==> src/hw/rtl/zztr_pkg.sv <==
`timescale 1ns / 1ps

package zztr_pkg;

	// default sample width, signed Q16.16
	localparam int SAMPLE_WIDTH_DEF = 32;

	// direction codes, two bit two's complement
	localparam logic signed [1:0] DIR_NONE = 2'sb00;
	localparam logic signed [1:0] DIR_UP   = 2'sb01;
	localparam logic signed [1:0] DIR_DOWN = 2'sb11;

	// start-up phase of the tracker
	typedef enum logic [1:0] {
		PH_WAIT = 2'd0,
		PH_ONE  = 2'd1,
		PH_RUN  = 2'd2
	} phase_t;

	// control part of the tracker state
	typedef struct packed {
		phase_t           phase;
		logic signed [1:0] trend;
	} ctrl_t;

endpackage

==> src/hw/rtl/zztr_step.sv <==
`timescale 1ns / 1ps

module zztr_step #(
	parameter int SAMPLE_WIDTH = zztr_pkg::SAMPLE_WIDTH_DEF
) (
	input  zztr_pkg::ctrl_t                 ctrl,
	input  logic signed [SAMPLE_WIDTH-1:0]  last_sample,
	input  logic signed [SAMPLE_WIDTH-1:0]  extreme,
	input  logic signed [SAMPLE_WIDTH+1:0]  level,
	input  logic signed [SAMPLE_WIDTH-1:0]  sample,
	input  logic        [SAMPLE_WIDTH-2:0]  margin,
	input  logic                            missing,
	output zztr_pkg::ctrl_t                 ctrl_d,
	output logic signed [SAMPLE_WIDTH-1:0]  last_sample_d,
	output logic signed [SAMPLE_WIDTH-1:0]  extreme_d,
	output logic signed [SAMPLE_WIDTH+1:0]  level_d
);
	import zztr_pkg::*;

	localparam int LW = SAMPLE_WIDTH + 2;

	logic signed [LW-1:0] s_x;
	logic signed [LW-1:0] mg_x;
	logic signed [LW-1:0] up_level;
	logic signed [LW-1:0] down_level;
	logic                 gt_last;
	logic                 lt_last;

	// widened sample and margin, level candidates
	assign s_x        = LW'(sample);
	assign mg_x       = $signed({3'b000, margin});
	assign up_level   = s_x - mg_x;
	assign down_level = s_x + mg_x;
	assign gt_last    = sample > last_sample;
	assign lt_last    = sample < last_sample;

	// next state for one word
	always_comb begin
		ctrl_d        = ctrl;
		last_sample_d = last_sample;
		extreme_d     = extreme;
		level_d       = level;
		if (!missing) begin
			unique case (ctrl.phase)
				PH_WAIT: begin
					ctrl_d.phase = PH_ONE;
					ctrl_d.trend = DIR_NONE;
				end
				PH_ONE: begin
					ctrl_d.phase = PH_RUN;
					if (gt_last) begin
						ctrl_d.trend = DIR_UP;
						extreme_d    = sample;
						level_d      = up_level;
					end else if (lt_last) begin
						ctrl_d.trend = DIR_DOWN;
						extreme_d    = sample;
						level_d      = down_level;
					end else begin
						ctrl_d.trend = DIR_NONE;
						extreme_d    = sample;
						level_d      = s_x;
					end
				end
				PH_RUN: begin
					case (ctrl.trend)
						DIR_DOWN: begin
							if (sample <= extreme) begin
								extreme_d = sample;
								level_d   = down_level;
							end else if (s_x >= level) begin
								ctrl_d.trend = DIR_UP;
								extreme_d    = sample;
								level_d      = up_level;
							end
						end
						DIR_UP: begin
							if (sample >= extreme) begin
								extreme_d = sample;
								level_d   = up_level;
							end else if (s_x <= level) begin
								ctrl_d.trend = DIR_DOWN;
								extreme_d    = sample;
								level_d      = down_level;
							end
						end
						default: begin
							// no direction yet: wait for a differing sample
							if (gt_last) begin
								ctrl_d.trend = DIR_UP;
								extreme_d    = sample;
								level_d      = up_level;
							end else if (lt_last) begin
								ctrl_d.trend = DIR_DOWN;
								extreme_d    = sample;
								level_d      = down_level;
							end
						end
					endcase
				end
				default: begin
					ctrl_d = ctrl;
				end
			endcase
			last_sample_d = sample;
		end
	end

endmodule

==> src/hw/rtl/zigzag_trend_reversal_core.sv <==
`timescale 1ns / 1ps

// zigzag trend reversal tracker
// input channel: in_valid / in_ready carry one word of sample (signed Q16.16),
// margin (unsigned Q15.16) and missing. output channel: out_valid / out_ready
// carry one word of direction (-1 down, 0 none yet, +1 up) for every input word.
// order: a word accepted is registered in the input stage; its direction is
// loaded into the output register once that register is free or drains.
// throughput: one word per cycle while out_ready is high; the state update is
// a single compare/add layer between input stage and state/output registers.
// reset: clears both pipeline stages and the tracker state (waiting for the
// first valid sample, no direction).
// stall: while out_ready is low the output word holds; the input stage still
// takes one more word if it is empty, then in_ready drops until the output
// drains. missing words hold the tracker state and repeat the direction.
module zigzag_trend_reversal_core #(
	parameter int SAMPLE_WIDTH = zztr_pkg::SAMPLE_WIDTH_DEF
) (
	input  logic                           clk,
	input  logic                           arst_n,
	input  logic                           in_valid,
	output logic                           in_ready,
	input  logic signed [SAMPLE_WIDTH-1:0] sample,
	input  logic        [SAMPLE_WIDTH-2:0] margin,
	input  logic                           missing,
	output logic                           out_valid,
	input  logic                           out_ready,
	output logic signed [1:0]              direction
);
	import zztr_pkg::*;

	// input stage
	logic                           valid_s1;
	logic signed [SAMPLE_WIDTH-1:0] sample_s1;
	logic        [SAMPLE_WIDTH-2:0] margin_s1;
	logic                           missing_s1;

	// tracker state
	ctrl_t                          ctrl_q;
	logic signed [SAMPLE_WIDTH-1:0] last_q;
	logic signed [SAMPLE_WIDTH-1:0] extreme_q;
	logic signed [SAMPLE_WIDTH+1:0] level_q;

	// output register
	logic                           out_valid_q;
	logic signed [1:0]              direction_q;

	ctrl_t                          ctrl_d;
	logic signed [SAMPLE_WIDTH-1:0] last_d;
	logic signed [SAMPLE_WIDTH-1:0] extreme_d;
	logic signed [SAMPLE_WIDTH+1:0] level_d;
	logic                           advance;
	logic                           take;

	// handshake: stage 1 moves when the output register is free or drains
	assign advance   = !out_valid_q || out_ready;
	assign in_ready  = !valid_s1 || advance;
	assign take      = in_valid && in_ready;
	assign out_valid = out_valid_q;
	assign direction = direction_q;

	zztr_step #(
		.SAMPLE_WIDTH (SAMPLE_WIDTH)
	) u_step (
		.ctrl          (ctrl_q),
		.last_sample   (last_q),
		.extreme       (extreme_q),
		.level         (level_q),
		.sample        (sample_s1),
		.margin        (margin_s1),
		.missing       (missing_s1),
		.ctrl_d        (ctrl_d),
		.last_sample_d (last_d),
		.extreme_d     (extreme_d),
		.level_d       (level_d)
	);

	// input stage register
	always_ff @(posedge clk or negedge arst_n) begin
		if (!arst_n) begin
			valid_s1 <= 1'b0;
		end else if (in_ready) begin
			valid_s1 <= in_valid;
		end
	end

	always_ff @(posedge clk) begin
		if (take) begin
			sample_s1  <= sample;
			margin_s1  <= margin;
			missing_s1 <= missing;
		end
	end

	// tracker state and output word
	always_ff @(posedge clk or negedge arst_n) begin
		if (!arst_n) begin
			ctrl_q      <= '{phase: PH_WAIT, trend: DIR_NONE};
			last_q      <= '0;
			extreme_q   <= '0;
			level_q     <= '0;
			out_valid_q <= 1'b0;
			direction_q <= DIR_NONE;
		end else if (advance) begin
			out_valid_q <= valid_s1;
			if (valid_s1) begin
				ctrl_q      <= ctrl_d;
				last_q      <= last_d;
				extreme_q   <= extreme_d;
				level_q     <= level_d;
				direction_q <= ctrl_d.trend;
			end
		end
	end

	// only the three direction codes appear on the output
	a_dir_code: assert property (@(posedge clk) disable iff (!arst_n)
		out_valid_q |-> (direction_q == DIR_NONE || direction_q == DIR_UP ||
			direction_q == DIR_DOWN))
		else $error("illegal direction code");

	// no direction before the running phase
	a_no_dir_early: assert property (@(posedge clk) disable iff (!arst_n)
		(ctrl_q.phase != PH_RUN) |-> (ctrl_q.trend == DIR_NONE))
		else $error("direction set before running phase");

	// level sits behind the extreme in the direction of the trend
	a_level_up: assert property (@(posedge clk) disable iff (!arst_n)
		(ctrl_q.trend == DIR_UP) |-> (level_q <= (SAMPLE_WIDTH + 2)'(extreme_q)))
		else $error("up trend level above extreme");

	a_level_down: assert property (@(posedge clk) disable iff (!arst_n)
		(ctrl_q.trend == DIR_DOWN) |-> (level_q >= (SAMPLE_WIDTH + 2)'(extreme_q)))
		else $error("down trend level below extreme");

	// an empty input stage always takes a word
	a_empty_ready: assert property (@(posedge clk) disable iff (!arst_n)
		!valid_s1 |-> in_ready)
		else $error("empty input stage not ready");

endmodule

==> config.mk <==
export PLATFORM = sky130hd
export DESIGN_NAME = zigzag_trend_reversal_core
export DESIGN_NICKNAME = d
export VERILOG_FILES = /design/src/hw/rtl/zztr_pkg.sv /design/src/hw/rtl/zztr_step.sv /design/src/hw/rtl/zigzag_trend_reversal_core.sv
export SDC_FILE = /design/constraint.sdc
export NUM_CORES = 1
export LEC_CHECK = 0
export BUFFER_PORTS_ARGS = -buffer_cell sky130_fd_sc_hd__buf_2
export CAP_MARGIN = 0
export CORE_MARGIN = 2
export CORE_UTILIZATION = 45
export CTS_BUF_LIST = sky130_fd_sc_hd__clkbuf_4
export CTS_CLUSTER_DIAMETER = 50
export DETAILED_ROUTE_END_ITERATION = 12
export GPL_TIMING_DRIVEN = 0
export HOLD_SLACK_MARGIN = 0.02
export SLEW_MARGIN = 20
export SYNTH_ARGS = -nofsm -noshare
export SYNTH_HDL_FRONTEND = slang
export SYNTH_SLANG_ARGS = --single-unit
==> constraint.sdc <==
create_clock -name clk -period 9.95 [get_ports clk]
set_clock_uncertainty 0.1 [all_clocks]
set_input_delay 0 -clock clk [delete_from_list [all_inputs] [get_ports clk]]
set_output_delay 0 -clock clk [all_outputs]
set_load 0.05 [all_outputs]
==> results of run 1 <==
[per-stage QoR]
step	power (uW)	hold WS, ps	util, %
after floorplan	2060	-396	-
after global placement	2420	75.9	48.3
after detailed placement	2450	-92.9	48.5
after CTS	2950	171	54.4
after global routing	3200	169	54.4
final	2960	219	54.4
[tightest hold or removal path: stages]
cell	delay [ps]
dlygate4sd3_1	520
buf_2	90
nor2b_1	50
or2_2	260
[cell usage in the layout, fill, tap and decap left out, types with 5 or more instances in the layout]
cell,instances
inv_1,168
ha_1,163
nand2_1,145
dlygate4sd3_1,134
a21oi_1,130
dfrtp_1,103
nor2_1,98
o21ai_0,96
buf_2,88
edfxtp_1,64
xnor2_1,46
clkbuf_1,40
a211oi_1,32
nand3_1,30
nor3_1,27
a21o_1,23
o21ai_1,23
a31oi_1,21
mux2i_1,21
nand4_1,20
nand2b_1,19
clkbuf_4,17
o31ai_1,15
or3_1,13
nor2b_1,12
o211ai_1,11
o21bai_1,11
nor4_1,10
a221oi_1,9
mux2_2,8
o22ai_1,7
and2_1,6
xor2_1,6
inv_8,5
inv_6,5
[layout make-up]
| cell class | count | area share [%] |
|---|---|---|
| Buffer | 69 | 2.04 |
| Clock inverter | 15 | 1.14 |
| Tap cell | 384 | 3.10 |
| Clock buffer | 17 | 0.822 |
| Timing Repair Buffer | 208 | 11.5 |
| Multi-Input combinational cell | 1087 | 48.3 |
| Sequential cell | 167 | 29.0 |
| Inverter | 169 | 4.09 |
| Antenna cell | 2 | 0.0322 |
[cells by family after synthesis]
logic type | count (synthesis) | share of synthesized area, %
compound gates | 439 | 21.6
simple gates | 402 | 14.4
buf+inv | 238 | 7.34
flops | 167 | 34.7
fa+ha+maj | 165 | 16.1
xor+xnor | 52 | 3.52
mux | 29 | 2.32
[registers in the layout, summed over array words and instances, names as in the netlist]
signal and flops:
level_q 33, extreme_q 32, last_q 32, sample_s1 32, margin_s1 31, ctrl_q 2, direction 2, missing_s1 1
out_valid 1, valid_s1 1
[routing by layer]
layer / up-vias / track usage, % / routed length, um
met5: - / 0 / 0
met4: 0 / 7.98 / 924
met3: 77 / 3.71 / 2170
met2: 394 / 43.4 / 17900
met1: 5667 / 35.1 / 17700
li1: 5753 / - / -
[power by group through the flow]
stage	logic, uW	registers (uW)	clock network, uW
final	1510	995	452
after CTS	1490	994	466
after global placement	1410	1010	0
after detailed placement	1440	1010	0
after global routing	1690	1020	491
after floorplan	1080	974	0
[timing repair]
action	in CTS	in global routing
hold endpoints to repair	208	0
buffers inserted	0	0
resized for setup	0	0
hold buffers	135	0
[worst min path at each step]
stage	startpoint	end	depth (start not counted)
floorplan	arst_n	ctrl_q[2]	0
CTS	out_ready	out_valid	4
detailed placement	arst_n	last_q[12]	1
global route	out_ready	out_valid	4
finish	out_ready	out_valid	4
global placement	margin[29]	margin_s1[29]	1
==> key figures, run 1 <==
Layout
  – Finished Layout Cells: 2,118
  – Nets@finish: slightly below 2,000
  – Final instance area: 0.0155 sq mm
  – P&R area growth vs syn: 19.8%
  – Sequential Area: ~0.0045 sq mm
  – Share of cells above drive strength 1: under 10%
  – Multi-input logic area: between 0.007 and 0.008 sq mm
  – Fill cells: 2,732

Floorplanning
  – Num rows: 62
  – Die Width: approximately 170 um
  – Die area: just over 0.03 sq mm
  – Die Y: roughly 170 um
  – Core ar.: 0.0285 sq mm
  – Initial core utilization: around 45%
  – I/O pins: between 70 and 80

Power
  – P_int: 1660 uW
  – Comb pwr share: about half
  – P per Cell Area: about 190 mW/mm^2
  – Clock Power Share: 15.3%
  – Power share of the sequential group: between 30% and 40%
  – Switching pwr: about 1300 uW
  – Leakage: between 0.006 and 0.007 uW
  – Switching Share: a little over two fifths
  – Maximum vdd drop: around 0.086 mV

Clocking
  – Worst skew pair latency: between 600 and 700 ps
  – CTS HTree Levels: 4
  – Clock Sinks: 167
  – CTS tree: yes
  – Num CTS Buffers: 17
  – Worst-path clk slew: ~170 ps
  – Clock Path Buffers: 2
  – Clk root buf: clkbuf_4

Worst setup path
  – Crit. End Element: register
  – Most used cell, CP: clkbuf_1
  – Reg2reg path depth: 11
  – CP Depth: 11
  – CP startpoint kind: register
  – Setup crit end: level_q[22]
  – Peak fanout along the critical path: 10
  – Crit path DAT: slightly above 5000 ps
  – Largest stage delay on the critical path: roughly 750 ps
  – R2R setup slack: between 5000 and 6000 ps
  – Slowest cell on crit path: edfxtp_1
  – Crit path buf inv count: 3
  – Worst reg2reg path endpoint: level_q[22]
  – CP top delay family: buffers and inverters
  – Setup Crit Path Kind: register to register
  – Critical path launch point: sample_s1[14]
  – Worst Path Required: roughly 10,000 ps
  – CP Cell Sequence: ha_1 -> and4_1 -> a221oi_1 -> a31oi_2 -> o22ai_2 -> clkbuf_1 -> clkbuf_1 -> clkbuf_1 -> a21oi_1 -> a32oi_1 -> mux2i_1
  – FF-to-FF Start: sample_s1[14]

Routing
  – DR WL/cell: between 15 and 20 um
  – Drt pass-1 iters: 5
  – Via/cell ratio: 5.61
  – Post-Route WL: around 39,000 um
  – Routed vias: 11,900
  – Post-DRT Antenna Nets: 0
  – Drt initial violations: 1,125
  – DR DRC count: 0

Synth
  – Most frequent cells after synthesis: inv_1 (168), ha_1 (163), nand2_1 (145), a21oi_1 (130), dfrtp_1 (103)
  – Asr flop ratio synth: 61.7%
  – Post-Synthesis Cells: around 1,500
  – Yosys synthesis warning count: 0
  – Top post-synthesis cells by area: dfrtp_1 (20%), ha_1 (16%), edfxtp_1 (15%)
  – Avg Cell Area, Syn: about 8.7 sq um
  – Most common cell in the netlist: inv_1
  – Dominant synthesized flop cell: dfrtp_1
  – Distinct cells, synth: 86
  – Mapped Area: 0.0130 sq mm
  – Post-synth EDFFs: 64
  – Synth area leader: dfrtp_1
  – Area share of the largest cell type after synthesis: roughly 20%
  – Synth Register Bits: 167
  – Syn_nets: ~1,700
  – Register area share after synthesis: a little over a third

STA
  – Setup TNS: 0 ps
  – Part of the cycle the worst path needs: between 40% and 50%
  – RSZ-0062 raised after global routing: no
  – Worst-Margin Slew: 991 ps
  – Max-slew violations: 0
  – Fmax: approximately 0.22 GHz
  – Slew headroom: 33.8%
  – Final worst slack: about 5300 ps
  – Final setup fails: 0
  – Final Hold Fails: 0
  – Final min period: roughly 4600 ps

Global route
  – Largest net degree at the start of global routing: 53
  – Antenna violations before repair: 1
  – Total grt overflow: 0
  – First-pass GRT wire length: 61,500 um
  – GRT Total Usage: a little over a quarter
  – Vias in the first global route: 11,400

Placement
  – Post-Place Cells: about 1,900
  – Port-buffer cells: approximately 70
  – Placement Cell Area: between 0.01 and 0.015 sq mm
  – Pre-CTS WS: about 5400 ps
  – Routability cong.: approximately 0.92
  – HPWL after DPL: ~28,000 um

Min path
  – Min-delay worst type: input port to register

Run
  – Max-cap violations: 0

Run status
  – Status: completed
Power figures use the tool's default switching activity.
==> inputs of run 2 (changes only) <==
- clock period: 9.95 -> 4.04 ns (I/O delays scaled with it)
==> run 2 against run 1 <==
Against the previous run:
- fmax increased by 17%
- worst setup slack worse by 5200 ps
- register-to-register slack worse by 5200 ps
- sequential share of layout area fell by 0.82 points
- total power is 150% higher
- clock-buffer cell count stayed put
- utilization grew 1.6 points
- combinational power rose to 2.6 times the previous value
- final cell count is 1.8% higher
- die area did not move
- via count increased by 1.3%
- critical path type unchanged
- critical endpoint is now level_q[29]
- largest cell class unchanged
- highest routed layer unchanged
==> key figures, run 2 (same netlist as run 1, synthesis figures left out) <==
Run status
  – Status: completed

Routing
  – Drt pass-1 iters: 6 (+1)
  – Via/cell ratio: 5.58 (-0.53%)
  – Met3 wire length: 2360 um (+9.0%)
  – DR DRC count: 0 (unchanged)
  – Post-Route WL: 39,500 um (+2.2%)
  – Wl on met1: 18,100 um (+2.8%)
  – Met2 routed WL: 18,200 um (+1.4%)
  – Routed vias: 12,000 (+1.3%)
  – DR WL/cell: 18.3 um (+0.32%)
  – Drt initial violations: 1,028 (-8.6%)
  – Top Metal Used: met4
  – Post-DRT Antenna Nets: 0 (unchanged)

Power
  – Leakage: 0.00720 uW (+3.3%)
  – P_int: 4140 uW (+150%)
  – Switching Share: 44.0% (about the same)
  – Power share of the sequential group: 32.7% (-0.9 points)
  – Comb pwr share: 52.2% (+1.1 points)
  – PnR Total Power: 7390 uW (+150%)
  – Maximum vdd drop: 0.214 mV (+150%)
  – Clock Power Share: 15.1% (-0.2 points)
  – Switching pwr: 3250 uW (+150%)
  – P per Cell Area: 463 mW/mm^2 (+140%)

Worst setup path
  – Peak fanout along the critical path: 10 (unchanged)
  – Crit. End Element: register
  – Setup Crit Path Kind: register to register
  – Worst Path Required: 4470 ps (-5910 ps)
  – CP startpoint kind: register
  – Crit path DAT: 4360 ps (-680 ps)

Clocking
  – Clock Path Buffers: 2 (unchanged)
  – Worst skew pair latency: 660 ps (about the same)
  – Num CTS Buffers: 17 (unchanged)
  – CTS tree: yes
  – CTS HTree Levels: 4 (unchanged)
  – Clk root buf: clkbuf_4
  – Worst-path clk slew: 160 ps (about the same)
  – Clock Sinks: 167 (unchanged)

STA
  – Slew headroom: 33.6% (-0.17 points)
  – RSZ-0062 raised after global routing: yes
  – Final setup fails: 0 (unchanged)
  – Hold Slack: 213 ps (-6.65 ps)
  – Max-slew violations: 0 (unchanged)
  – Fmax: 0.255 GHz (+17%)
  – Final Hold Fails: 0 (unchanged)
  – Final min period: 3920 ps (-684 ps)
  – Worst-Margin Slew: 994 ps (+2.59 ps)
  – Part of the cycle the worst path needs: 97.2% (+51 points)

Floorplanning
  – Die Y: 174 um (unchanged)
  – Num rows: 62 (unchanged)
  – Initial core utilization: 45.4% (unchanged)
  – Die Width: 174 um (unchanged)
  – Core ar.: 0.0285 sq mm (unchanged)
  – I/O pins: 72 (unchanged)
  – Die area: 0.0302 sq mm (unchanged)

Layout
  – Final instance area: 0.0160 sq mm (+2.9%)
  – Most frequent cells in the layout: inv_1 (167), ha_1 (163), nand2_1 (145)
  – Finished Layout Cells: 2,157 (+1.8%)
  – Final design utilization: 55.9% (+1.6 points)
  – Nets@finish: 1,991 (+2.0%)
  – Leading cell type in the layout, fill and taps excluded: inv_1
  – P&R area growth vs syn: 23.3%
  – Largest reg by FF count: level_q
  – Number of flip-flops under the largest register name: 33 (unchanged)
  – Share of cells above drive strength 1: 12.6% (+3.1 points)

Global route
  – Antenna violations before repair: 1 (unchanged)
  – GRT Total Usage: 26.5% (+0.44 points)
  – Total grt overflow: 0 (unchanged)
  – Vias in the first global route: 11,500 (+0.34%)
  – Largest net degree at the start of global routing: 53 (unchanged)
  – First-pass GRT wire length: 62,200 um (+1.1%)

Run
  – Max-cap violations: 0 (unchanged)

Placement
  – Placement Cell Area: 0.0138 sq mm (unchanged)
  – Port-buffer cells: 71 (unchanged)
  – Routability cong.: 0.919 (unchanged)
  – HPWL after DPL: 28,400 um (unchanged)
  – Post-Place Cells: 1,949 (unchanged)

Min path
  – Min-delay worst type: input port to register
[run 2: cell types whose count changed in the layout (fill, tap and decap cells not counted), sizes merged]
cell	delta
buf	+40
clkbuf	-1
[run 2: what timing repair did]
| item | CTS | global route |
|---|---|---|
| gates cloned | 0 | 0 |
| buffers inserted | 9 | 31 |
| hold buffers | 135 | 0 |
| pin swaps | 1 | 2 |
| setup endpoints to repair | 38 | 58 |
| hold endpoints to repair | 208 | 0 |
| resized for setup | 11 | 16 |
[run 2: path summary, 6_finish.rpt]
path	depth (start not counted)	end	from	slack, ps
worst max-delay path	13	level_q[29]	sample_s1[13]	120
worst min-delay path	4	out_valid	out_ready	210
worst max register to register	13	level_q[29]	sample_s1[13]	120
worst min register to register	1	out_valid	valid_s1	410
max in group asynchronous	4	level_q[32]	arst_n	3250
min in group asynchronous	4	extreme_q[9]	arst_n	320
[run 2: per-layer routing]
layer / up-vias / GRT usage [%]
met5: - / 0
met4: 0 / 8.09
met3: 65 / 3.73
met2: 405 / 43.5
met1: 5730 / 36.3
li1: 5846 / -
[run 2: cell type report]
class / instances / area (sq um)
clock buffer: 17 / 128
buffer: 68 / 320
fill: 2700 / 12600
timing repair buffer: 248 / 2120
tap: 384 / 480
antenna: 2 / 5.00
clock inverter: 15 / 176
sequential: 167 / 4500
multi-input combinational: 1087 / 7610
inverter: 169 / 634
[run 2: power groups by stage]
stage                     sequential, uW  clock, uW  combinational (uW)
after floorplan                     2400          0                2670
after global placement              2480          0                3470
after global routing                2460       1210                4310
after detailed placement            2490          0                3550
after CTS                           2440       1150                3720
final                               2420       1120                3860
[run 2: through the flow]
step / setup WS, ps / TNS, ps
final: 115 / 0
after global routing: -20.9 / -20.9
after CTS: 4.90 / 0
after detailed placement: -496 / -7950
after global placement: -484 / -7160
after floorplan: 763 / 0
[run 2: worst max-delay path, stage by stage, from the launching register on]
cell      delay [ps]
edfxtp_1         580
ha_1             400
nand4_1          150
or4_4            590
a21o_1           180
a31oi_2          150
o22ai_2          170
o21bai_4         340
and2_1           170
buf_4            130
buf_8            160
a21oi_1          130
a222oi_1         450
a21oi_1          120
